--- src/scss_pkg.sv ---
package scss_pkg;

    localparam int unsigned SEC_W  = 6;
    localparam int unsigned MIN_W  = 6;
    localparam int unsigned HOUR_W = 5;
    localparam int unsigned BTN_W  = 8;
    localparam int unsigned MS_W   = 16;
    localparam int unsigned LOCK_W = 10;

    localparam logic [SEC_W-1:0]  SEC_LAST  = 6'd59;
    localparam logic [MIN_W-1:0]  MIN_LAST  = 6'd59;
    localparam logic [HOUR_W-1:0] HOUR_LAST = 5'd23;
    localparam logic [MS_W-1:0]   MS_MAX    = 16'hFFFF;
    localparam logic [LOCK_W-1:0] LOCK_RESET = 10'd100;

    // Input mode codes
    localparam logic [1:0] MODE_SEC = 2'd0;
    localparam logic [1:0] MODE_MS  = 2'd1;
    localparam logic [1:0] MODE_BTN = 2'd2;

    // Button codes
    localparam logic [BTN_W-1:0] BTN_HOUR_UP = 8'h01;
    localparam logic [BTN_W-1:0] BTN_HOUR_DN = 8'h02;
    localparam logic [BTN_W-1:0] BTN_MIN_UP  = 8'h04;
    localparam logic [BTN_W-1:0] BTN_MIN_DN  = 8'h08;
    localparam logic [BTN_W-1:0] BTN_SEC_UP  = 8'h10;
    localparam logic [BTN_W-1:0] BTN_SEC_DN  = 8'h20;
    localparam logic [BTN_W-1:0] BTN_STOP    = 8'h40;
    localparam logic [BTN_W-1:0] BTN_START   = 8'h80;

    typedef enum logic [1:0] {
        KIND_SEC,
        KIND_MS,
        KIND_BTN,
        KIND_NONE
    } t_kind;

    typedef enum logic [3:0] {
        OP_NONE,
        OP_HOUR_UP,
        OP_HOUR_DN,
        OP_MIN_UP,
        OP_MIN_DN,
        OP_SEC_UP,
        OP_SEC_DN,
        OP_STOP,
        OP_START
    } t_op;

    typedef struct packed {
        t_kind            kind;
        t_op              op;
        logic [BTN_W-1:0] buttons;
    } t_cmd;

    typedef struct packed {
        logic              running;
        logic [HOUR_W-1:0] hours;
        logic [MIN_W-1:0]  minutes;
        logic [SEC_W-1:0]  seconds;
    } t_res;

    // Tens digit of a value below 60
    function automatic logic [2:0] tens_of(input logic [5:0] v);
        logic [2:0] t;
        if (v >= 6'd50) begin
            t = 3'd5;
        end else if (v >= 6'd40) begin
            t = 3'd4;
        end else if (v >= 6'd30) begin
            t = 3'd3;
        end else if (v >= 6'd20) begin
            t = 3'd2;
        end else if (v >= 6'd10) begin
            t = 3'd1;
        end else begin
            t = 3'd0;
        end
        return t;
    endfunction

    function automatic logic [3:0] ones_of(input logic [5:0] v);
        logic [5:0] tens_x10;
        logic [5:0] diff;
        tens_x10 = 6'(tens_of(v)) * 6'd10;
        diff     = v - tens_x10;
        return diff[3:0];
    endfunction

    // Segment a in bit 0 up to g in bit 6, dot always dark
    function automatic logic [7:0] seg_of(input logic [3:0] d);
        logic [7:0] s;
        unique case (d)
            4'd0:    s = 8'b0011_1111;
            4'd1:    s = 8'b0000_0110;
            4'd2:    s = 8'b0101_1011;
            4'd3:    s = 8'b0100_1111;
            4'd4:    s = 8'b0110_0110;
            4'd5:    s = 8'b0110_1101;
            4'd6:    s = 8'b0111_1101;
            4'd7:    s = 8'b0000_0111;
            4'd8:    s = 8'b0111_1111;
            4'd9:    s = 8'b0110_1111;
            default: s = 8'b0000_0000;
        endcase
        return s;
    endfunction

endpackage

--- src/scss_front.sv ---
module scss_front import scss_pkg::*; (
    input  logic             i_clk,
    input  logic             i_rst_n,
    input  logic             push,
    output logic             full,
    input  logic [1:0]       i_mode,
    input  logic [BTN_W-1:0] i_buttons,
    output logic             o_cmd_valid,
    output t_cmd             o_cmd,
    input  logic             i_cmd_take
);

    t_cmd       r_q [2];
    logic       r_wr, r_rd;
    logic [1:0] r_count;
    logic [1:0] n_count;
    t_cmd       w_cmd;
    logic       w_in, w_out;

    // classify the incoming word
    always_comb begin
        w_cmd.buttons = i_buttons;
        unique case (i_mode)
            MODE_SEC: w_cmd.kind = KIND_SEC;
            MODE_MS:  w_cmd.kind = KIND_MS;
            MODE_BTN: w_cmd.kind = KIND_BTN;
            default:  w_cmd.kind = KIND_NONE;
        endcase
        unique case (i_buttons)
            BTN_HOUR_UP: w_cmd.op = OP_HOUR_UP;
            BTN_HOUR_DN: w_cmd.op = OP_HOUR_DN;
            BTN_MIN_UP:  w_cmd.op = OP_MIN_UP;
            BTN_MIN_DN:  w_cmd.op = OP_MIN_DN;
            BTN_SEC_UP:  w_cmd.op = OP_SEC_UP;
            BTN_SEC_DN:  w_cmd.op = OP_SEC_DN;
            BTN_STOP:    w_cmd.op = OP_STOP;
            BTN_START:   w_cmd.op = OP_START;
            default:     w_cmd.op = OP_NONE;
        endcase
    end

    assign full        = (r_count == 2'd2);
    assign o_cmd_valid = (r_count != 2'd0);
    assign o_cmd       = r_q[r_rd];
    assign w_in        = push && !full;
    assign w_out       = i_cmd_take && o_cmd_valid;
    assign n_count     = r_count + 2'(w_in) - 2'(w_out);

    always_ff @(posedge i_clk) begin
        if (!i_rst_n) begin
            r_wr    <= 1'b0;
            r_rd    <= 1'b0;
            r_count <= 2'd0;
        end else begin
            if (w_in) begin
                r_wr <= !r_wr;
            end
            if (w_out) begin
                r_rd <= !r_rd;
            end
            r_count <= n_count;
        end
    end

    always_ff @(posedge i_clk) begin
        if (w_in) begin
            r_q[r_wr] <= w_cmd;
        end
    end

endmodule

--- src/scss_back.sv ---
module scss_back import scss_pkg::*; (
    input  logic              i_clk,
    input  logic              i_rst_n,
    input  logic [LOCK_W-1:0] i_lockout_ms,
    input  logic              i_cmd_valid,
    input  t_cmd              i_cmd,
    output logic              o_cmd_take,
    output logic              empty,
    input  logic              pop,
    output logic              o_running,
    output logic [HOUR_W-1:0] o_hours,
    output logic [MIN_W-1:0]  o_minutes,
    output logic [SEC_W-1:0]  o_seconds,
    output logic [7:0]        o_seg_hour_tens,
    output logic [7:0]        o_seg_hour_ones,
    output logic [7:0]        o_seg_minute_tens,
    output logic [7:0]        o_seg_minute_ones,
    output logic [7:0]        o_seg_second_tens,
    output logic [7:0]        o_seg_second_ones
);

    logic              r_run;
    logic [HOUR_W-1:0] r_h;
    logic [MIN_W-1:0]  r_m;
    logic [SEC_W-1:0]  r_s;
    logic [BTN_W-1:0]  r_last;
    logic [MS_W-1:0]   r_ms;

    logic              n_run;
    logic [HOUR_W-1:0] n_h;
    logic [MIN_W-1:0]  n_m;
    logic [SEC_W-1:0]  n_s;
    logic [BTN_W-1:0]  n_last;
    logic [MS_W-1:0]   n_ms;

    t_res       r_res [2];
    logic       r_wr, r_rd;
    logic [1:0] r_count;
    logic       w_out;
    logic       w_btn_ok;
    t_op        w_op;
    logic       inc_s, dec_s, inc_m, dec_m, inc_h, dec_h;
    t_res       w_head;

    assign o_cmd_take = i_cmd_valid && (r_count != 2'd2);
    assign w_out      = pop && !empty;
    assign empty      = (r_count == 2'd0);

    assign w_btn_ok = (i_cmd.kind == KIND_BTN)
                   && (r_ms > MS_W'(i_lockout_ms))
                   && (i_cmd.buttons != r_last);
    assign w_op = w_btn_ok ? i_cmd.op : OP_NONE;

    // carry and borrow ripple up from seconds to hours
    assign inc_s = ((i_cmd.kind == KIND_SEC) && r_run) || (w_op == OP_SEC_UP);
    assign dec_s = (w_op == OP_SEC_DN);
    assign inc_m = (w_op == OP_MIN_UP) || (inc_s && (r_s == SEC_LAST));
    assign dec_m = (w_op == OP_MIN_DN) || (dec_s && (r_s == '0));
    assign inc_h = (w_op == OP_HOUR_UP) || (inc_m && (r_m == MIN_LAST));
    assign dec_h = (w_op == OP_HOUR_DN) || (dec_m && (r_m == '0));

    always_comb begin
        n_s = r_s;
        if (inc_s) begin
            n_s = (r_s == SEC_LAST) ? '0 : r_s + 1'b1;
        end else if (dec_s) begin
            n_s = (r_s == '0) ? SEC_LAST : r_s - 1'b1;
        end
        n_m = r_m;
        if (inc_m) begin
            n_m = (r_m == MIN_LAST) ? '0 : r_m + 1'b1;
        end else if (dec_m) begin
            n_m = (r_m == '0) ? MIN_LAST : r_m - 1'b1;
        end
        n_h = r_h;
        if (inc_h) begin
            n_h = (r_h == HOUR_LAST) ? '0 : r_h + 1'b1;
        end else if (dec_h) begin
            n_h = (r_h == '0) ? HOUR_LAST : r_h - 1'b1;
        end

        n_run = r_run;
        if (w_op == OP_STOP) begin
            n_run = 1'b0;
        end else if (w_op == OP_START) begin
            n_run = 1'b1;
        end

        n_last = r_last;
        n_ms   = r_ms;
        if (w_btn_ok) begin
            n_last = i_cmd.buttons;
            n_ms   = '0;
        end else if ((i_cmd.kind == KIND_MS) && (r_ms != MS_MAX)) begin
            n_ms = r_ms + 1'b1;
        end
    end

    always_ff @(posedge i_clk) begin
        if (!i_rst_n) begin
            r_run   <= 1'b1;
            r_h     <= '0;
            r_m     <= '0;
            r_s     <= '0;
            r_last  <= '0;
            r_ms    <= '0;
            r_wr    <= 1'b0;
            r_rd    <= 1'b0;
            r_count <= 2'd0;
        end else begin
            if (o_cmd_take) begin
                r_run  <= n_run;
                r_h    <= n_h;
                r_m    <= n_m;
                r_s    <= n_s;
                r_last <= n_last;
                r_ms   <= n_ms;
                r_wr   <= !r_wr;
            end
            if (w_out) begin
                r_rd <= !r_rd;
            end
            r_count <= r_count + 2'(o_cmd_take) - 2'(w_out);
        end
    end

    // result queue holds the state after each word
    always_ff @(posedge i_clk) begin
        if (o_cmd_take) begin
            r_res[r_wr] <= '{running: n_run, hours: n_h, minutes: n_m, seconds: n_s};
        end
    end

    assign w_head    = r_res[r_rd];
    assign o_running = w_head.running;
    assign o_hours   = w_head.hours;
    assign o_minutes = w_head.minutes;
    assign o_seconds = w_head.seconds;

    assign o_seg_hour_tens   = seg_of(4'(tens_of(6'(w_head.hours))));
    assign o_seg_hour_ones   = seg_of(ones_of(6'(w_head.hours)));
    assign o_seg_minute_tens = seg_of(4'(tens_of(w_head.minutes)));
    assign o_seg_minute_ones = seg_of(ones_of(w_head.minutes));
    assign o_seg_second_tens = seg_of(4'(tens_of(w_head.seconds)));
    assign o_seg_second_ones = seg_of(ones_of(w_head.seconds));

endmodule

--- src/settable_clock_seven_segment.sv ---
// Time-of-day clock with a six-digit seven-segment readout. Push one word per
// event: a one-second tick, a one-millisecond tick or a button sample; every
// word yields exactly one result showing the running flag, hours, minutes,
// seconds and the six segment bytes after that word has taken effect. A button
// change counts only when it differs from the last accepted sample and more
// than lockout_ms millisecond ticks have passed since then (register at byte
// address 0, reset 100). Time is held as separate hour, minute and second
// counters, so every adjustment wraps across the day with no division. Each
// word is classified into the front-end command queue and then executed by the
// back end, which queues its result; both sides sustain one word per clock
// while results are popped, since a full result queue stalls the back end.
module settable_clock_seven_segment import scss_pkg::*; (
    input  logic              i_clk,
    input  logic              i_rst_n,
    // input queue
    input  logic              push,
    output logic              full,
    input  logic [1:0]        i_mode,
    input  logic [BTN_W-1:0]  i_buttons,
    // result queue
    output logic              empty,
    input  logic              pop,
    output logic              o_running,
    output logic [HOUR_W-1:0] o_hours,
    output logic [MIN_W-1:0]  o_minutes,
    output logic [SEC_W-1:0]  o_seconds,
    output logic [7:0]        o_seg_hour_tens,
    output logic [7:0]        o_seg_hour_ones,
    output logic [7:0]        o_seg_minute_tens,
    output logic [7:0]        o_seg_minute_ones,
    output logic [7:0]        o_seg_second_tens,
    output logic [7:0]        o_seg_second_ones,
    // configuration port
    input  logic              psel,
    input  logic              penable,
    input  logic              pwrite,
    input  logic [0:0]        paddr,
    input  logic [31:0]       pwdata,
    output logic [31:0]       prdata,
    output logic              pready
);

    logic [LOCK_W-1:0] r_lockout;
    logic              w_cmd_valid;
    logic              w_cmd_take;
    t_cmd              w_cmd;

    // Register file: a single lockout register, written in the access phase
    assign pready = 1'b1;
    assign prdata = (paddr == 1'b0) ? 32'(r_lockout) : 32'd0;

    always_ff @(posedge i_clk) begin
        if (!i_rst_n) begin
            r_lockout <= LOCK_RESET;
        end else if (psel && penable && pwrite && pready && (paddr == 1'b0)) begin
            r_lockout <= pwdata[LOCK_W-1:0];
        end
    end

    // Front end: classify words and hold them in a short command queue
    scss_front u_front (
        .i_clk       (i_clk),
        .i_rst_n     (i_rst_n),
        .push        (push),
        .full        (full),
        .i_mode      (i_mode),
        .i_buttons   (i_buttons),
        .o_cmd_valid (w_cmd_valid),
        .o_cmd       (w_cmd),
        .i_cmd_take  (w_cmd_take)
    );

    // Back end: apply commands to the clock state and queue the results
    scss_back u_back (
        .i_clk             (i_clk),
        .i_rst_n           (i_rst_n),
        .i_lockout_ms      (r_lockout),
        .i_cmd_valid       (w_cmd_valid),
        .i_cmd             (w_cmd),
        .o_cmd_take        (w_cmd_take),
        .empty             (empty),
        .pop               (pop),
        .o_running         (o_running),
        .o_hours           (o_hours),
        .o_minutes         (o_minutes),
        .o_seconds         (o_seconds),
        .o_seg_hour_tens   (o_seg_hour_tens),
        .o_seg_hour_ones   (o_seg_hour_ones),
        .o_seg_minute_tens (o_seg_minute_tens),
        .o_seg_minute_ones (o_seg_minute_ones),
        .o_seg_second_tens (o_seg_second_tens),
        .o_seg_second_ones (o_seg_second_ones)
    );

endmodule
--- config.mk ---
export PLATFORM = sky130hd
export DESIGN_NAME = settable_clock_seven_segment
export DESIGN_NICKNAME = d
export VERILOG_FILES = /design/src/scss_pkg.sv /design/src/scss_front.sv /design/src/scss_back.sv /design/src/settable_clock_seven_segment.sv
export SDC_FILE = /design/constraint.sdc
export NUM_CORES = 1
export LEC_CHECK = 0
export ABC_CLOCK_PERIOD_IN_PS = 5750
export BUFFER_PORTS_ARGS = -buffer_cell sky130_fd_sc_hd__buf_2
export CAP_MARGIN = 10
export CORE_ASPECT_RATIO = 0.8
export CORE_MARGIN = 4
export CORE_UTILIZATION = 60
export CTS_CLUSTER_DIAMETER = 50
export DETAILED_ROUTE_END_ITERATION = 10
export GPL_TIMING_DRIVEN = 1
export PLACE_DENSITY_LB_ADDON = 0.2
export SYNTH_ARGS = -nofsm -noshare
export SYNTH_HDL_FRONTEND = slang
export SYNTH_SLANG_ARGS = --single-unit
--- constraint.sdc ---
create_clock -name i_clk -period 5.75 [get_ports i_clk]
set_input_delay 0.2875 -clock i_clk [delete_from_list [all_inputs] [get_ports i_clk]]
set_output_delay 0.2875 -clock i_clk [all_outputs]
set_load 0.05 [all_outputs]
## Word level (Yosys, flattened, before mapping)

Memory sizes are Yosys's and may differ from the RTL's. A register that Yosys moved wholly into a read port is not among the register bits.
Index checks and enable logic that the tools add are counted.

- Output and inout bits: 101
- Bits in writable memories: 64
- Bits in registers: 60
- Logic and storage cells: 161
- Bits in read-only memories: 504
- Memories kept: 8

Memory list:

| name | depth | width | read ports | clocked after Yosys merged registers in | write ports | RTL line | source |
|---|---|---|---|---|---|---|---|
| (no name shown) | 16 | 7 | 1 | 0 | 0 | scss_pkg.sv:93 | `unique case (d)` |
| (no name shown) | 16 | 7 | 1 | 0 | 0 | scss_pkg.sv:93 |  |
| (no name shown) | 16 | 7 | 1 | 0 | 0 | scss_pkg.sv:93 |  |
| (no name shown) | 8 | 7 | 1 | 0 | 0 | scss_pkg.sv:93 |  |
| (no name shown) | 8 | 7 | 1 | 0 | 0 | scss_pkg.sv:93 |  |
| (no name shown) | 8 | 7 | 1 | 0 | 0 | scss_pkg.sv:93 |  |
| +2 memories | - | - | - | - | - | - |  |

- Multiply operators: 3
- Mux-type cells: 43
- Reductions and logical operators: 36
- Magnitude comparators: 16
- Eq/ne operators: 27
- Bitwise logic cells: 1
- Add/sub/neg operators: 14

Operator list:

| kind | count |
|---|---|
| 6-bit two-way mux | 8 |
| 3-bit two-way mux | 12 |
| 16-bit two-way mux | 2 |
| 4-bit case mux with 8 select lines | 1 |
| 6-bit by 5-bit >= comparator with 1-bit output (second input constant) | 4 |
| 6-bit >= comparator (second input constant) | 4 |
| 5-bit two-way mux | 4 |
| 16-bit by 1-bit adder with 16-bit output (second input constant) | 1 |
| 4-bit by 3-bit equality test with 1-bit output (second input constant) | 4 |
| 16-bit by 10-bit greater-than comparator with 1-bit output | 1 |
| 16-bit != test (second input constant) | 1 |
| 1-bit logical AND | 15 |
| 1-bit two-way mux | 13 |
| 6-bit by 1-bit adder with 6-bit output (second input constant) | 2 |
| 6-bit equality test (second input constant) | 2 |
| 5-bit by 6-bit >= comparator with 1-bit output (second input constant) | 2 |
| 6-bit by 4-bit >= comparator with 1-bit output (second input constant) | 2 |
| 6-bit logical NOT | 2 |
| 4-bit subtractor | 3 |
| 6-bit by 1-bit subtractor with 6-bit output (second input constant) | 2 |
| 5-bit >= comparator (second input constant) | 2 |
| 10-bit two-way mux | 1 |
| 3-bit by 3-bit multiplier with 3-bit output (second input constant) | 3 |
| 4-bit by 2-bit equality test with 1-bit output (second input constant) | 2 |
| other kinds (29) | 47 |

## Depth between registers and ports, before layout

- Depth after elaboration: 11
- Gate-level depth with buffers: 15

## By module

From an unflattened synthesis, not the netlist that was laid out.

- Cells, all modules: 900
- Area total of the unflattened synthesis: 8255.4 sq um

Modules (own cells, without submodules):

| module | area an instance (sq um) | cells each | sequential area each (sq um) | instances |
|---|---|---|---|---|
| scss_back | 6170.9 | 722 | 2021.9 | 1 |
| scss_front | 1418.9 | 98 | 940.9 | 1 |
| settable_clock_seven_segment | 665.6 | 80 | 200.2 | 1 |

## Least setup slack after synthesis

OpenSTA, ideal clock, no wires.

- Path type: register to output
- Start: reg (tool-made name)
- End: out o_seg_hour_ones[0]
- Setup slack: -0.358 ns
- Arrival: 5.821 ns
- Stages on the path, launching flop included: 14
- Path through: dfxtp_1 -> buf_2 -> buf_4 -> mux2i_1 -> a21oi_1 -> o31ai_1 -> o21ai_0 -> inv_1 -> ha_1 -> fa_1 -> xnor2_1 -> clkbuf_1 -> nand2b_1 -> o21ai_0

RTL lines:

| element | RTL line | source |
|---|---|---|
| end, declared | settable_clock_seven_segment.sv:28 | `output logic [7:0] o_seg_hour_ones,` |

==> results.md <==
* CP Max Fanout at 11
* FMAX at 0.207 GHz
* Gpl congestion at 0.903
* Max Slew Vio Count at 0
* Clock skew at between 0.01 and 0.015 ns
* # setup viols final at 0
* Worst path slowest cell: dfxtp_1
* Vias/cell at 5.74
* Routed WL per cell at 14.7 um
* Post-CTS Resized at 0
* Chip Width at 138 um
* Area after DPL at 0.00857 mm^2
* Initial DRC count at 517
* Nets at approximately 1,100
* Largest net degree at the start of global routing at 37
* Clock-pin slew on the worst setup and hold paths at approximately 0.06 ns
* Root Buffer: clkbuf_16
* Drt drc at 0
* Post-synth cell types at 75
* Met2 Track Usage GR at 0.353
* Io pins at 151
* All-Layer GR Usage at 0.225
* Fin crit period at 4.84 ns
* Critical setup path kind: register to output port
* CP Data Required Time at 5.46 ns
* Core area at 0.0131 mm^2
* Top post-synthesis cells by area: edfxtp_1 24%, dfxtp_1 15%, ha_1 8.3%, nor2_1 4.4%, mux2i_1 4.0%
* Post-synthesis sequential area ratio at 0.390
* CTS Hold Bufs at 0
* Pre-antenna DRT Iters at 5
* Unrepaired setup endpoints after global routing: no
* Design area at about 0.0092 mm^2
* Worst slew pin tran at 0.981 ns
* Die Area at 0.0155 mm^2
* Max cap viols at 0
* Status: finished clean
* Total wire length at 17.2 mm
* Worst hold path type: input pin to register
* Initial Util at 0.621
* Number of global-route vias before repair at 6,099
* Port Buffers at a little under 100
* Post-Syn Instances at 899
* Worst-Skew Late Latency at 0.42 ns
* ANT nets after route at 0
* Data arrival time of the critical path at 4.55 ns
* Share of cells above drive strength 1 at 0.160
* CP peak stage delay at 0.72 ns
* Share of the synthesized area in the top cell type at 0.237
* Fillers at 1,016
* Synthesized flop and latch total at approximately 130
* Setup crit end kind: output port
* Fin Hold WS at 0.0732 ns
* Area leader, netlist: edfxtp_1
* CTS tree: yes
* Post-synthesis cell area at 0.00811 mm^2
* Clock tree buffer depth at 2
* Post-synth EDFFs at 64
* Clock H-tree levels at 4
* Setup TNS at 0 ns
* Via count at 6,714
* Ant. Diodes at 0
* Final Cycle Share at 0.841
* CTS buffer count at 17
* CP Cell Sequence: buf_4 -> mux2i_1 -> a21oi_1 -> o21ai_0 -> inv_1 -> ha_1 -> fa_1 -> xnor2_1 -> mux2_2 -> nand2_1 -> o21ai_1 -> buf_2
* Yosys warning count at 0
* Setup crit start kind: register
* Reg-to-reg slack, setup at roughly 2.2 ns
* Post-CTS Setup Inserts at 0
* # rows at 37
* Antenna violations before repair at 0
* GR Util met3 at 0.0501
* Rel. slew slack at 0.345
* Busiest grt layer: met2
* Area Growth Syn to Fin at 13.2%
* Total gr overflow at 0
* Dpl hpwl at ~12 mm
* Hold Vio Cnt, Final at 0
* Dominant synthesized flop cell: edfxtp_1
* TritonCTS sink count at ~130
* Syn_area_per_cell at 9.02 um^2
* Final core occ at 0.703
* Met1 global-route usage at 0.316
* Die height at 112 um
* First-pass GRT wire length at 28.6 mm
* Ys async rst share at 0
final timing paths:
path / start / endpoint / depth (start not counted)
setup reg to reg: register / u_back.r_res[0][2]$_DFFE_PP_ / 8
hold reg to reg: r_lockout[1]$_SDFFE_PN0P_ / r_lockout[1]$_SDFFE_PN0P_ / 2
setup / recovery: register / o_seg_hour_ones[4] / 12
hold / removal: i_mode[0] / u_front.r_q[0][12]$_DFFE_PP_ / 1
sequential cells by signal, indices dropped and copies added, names as in the netlist, named ones only:
register / count
u_back.r_last: 8
u_back.r_s: 6
r_lockout: 10
u_front.r_rd: 1
u_back.r_ms: 16
u_back.r_count: 2
u_front.r_count: 2
u_back.r_wr: 1
u_front.r_wr: 1
u_back.r_res: 36
u_back.r_m: 6
u_back.r_run: 1
u_back.r_h: 5
u_front.r_q: 28
u_back.r_rd: 1
final cells by class:
type	instances	area [um^2]	area share
multi-input combinational	663	4390	0.479
sequential	126	3160	0.344
timing repair buffer	105	547	0.0595
clock buffer	17	425	0.0463
inverter	69	259	0.0282
tap	175	219	0.0238
clock inverter	15	175	0.0191
stage by stage:
| stage | std cells | setup slack [ns] |
|---|---|---|
| after floorplan | 927 | -0.111 |
| after global placement | 1137 | 1.39 |
| after detailed placement | 1137 | 1.30 |
| after CTS | 1169 | 0.878 |
| after global routing | 1170 | 0.419 |
| final | 1170 | 0.913 |
worst max-delay path: cells and delay by family (launching register included):
| family | cells | cell delay (ns) |
|---|---|---|
| AOI/OAI and AO/OA | 3 | 0.48 |
| xor gates and xnor gates | 1 | 0.69 |
| adders and majority gates | 2 | 0.58 |
| buffers and inverters | 3 | 0.63 |
| DFF | 1 | 0.72 |
| muxes | 2 | 0.97 |
| and+or+nand+nor | 1 | 0.06 |
cells in the final DEF, fill, tap and decap left out, types with 6 or more instances in the layout:
master     instances
buf_4              6
inv_1             66
buf_2             98
or3_1             10
nor2_1            96
dfxtp_1           62
a211oi_1          12
and3_1             6
inv_6              6
xor2_1            15
nand4_1           11
o22ai_1           13
nand2_1           82
clkbuf_16         17
mux2i_1           32
a31oi_1           11
edfxtp_1          64
o211ai_1          10
a21oi_1           41
ha_1              54
nand3_1           22
xnor2_1           25
conb_1            30
o21ai_0           48
and2_1             8
nor3_1            22
cell families after synthesis:
family	share of synthesized area
AND/OR/NAND/NOR	0.179
AO/OA/AOI/OAI	0.165
buffers and inverters	0.0822
flip-flops	0.390
adder cells (fa/ha/maj)	0.0907
XOR/XNOR	0.0432
multiplexers	0.0484
other	0.000926
metal layers:
| layer | vias up | share of wire |
|---|---|---|
| met3 | 14 | 0.067 |
| met4 | 0 | 0.0081 |
| met1 | 3129 | 0.46 |
| li1 | 3326 | - |
| met5 | - | 0 |
| met2 | 245 | 0.46 |
synthesized netlist by cell type (5+ instances only):
master    count
buf_4        34
inv_1        66
and2_1        8
o22ai_1      14
a31oi_1      11
buf_2         5
nor3_1       22
mux2i_1      32
clkbuf_1     25
dfxtp_1      62
nand3_1      22
or2_2         5
o211ai_1     10
xnor2_1      25
nand2_1      82
ha_1         54
xor2_1       15
a221oi_1      5
nor4_1        5
and3_1        6
edfxtp_1     64
nand2b_1      5
nor2_1       96
o21ai_0      49
nand4_1      11
a21oi_1      42
a211oi_1     12
or3_1        10
Power is left out: the tool's default activity adds up to more than one toggle a clock period on the data nets, which glitch-free logic cannot reach.
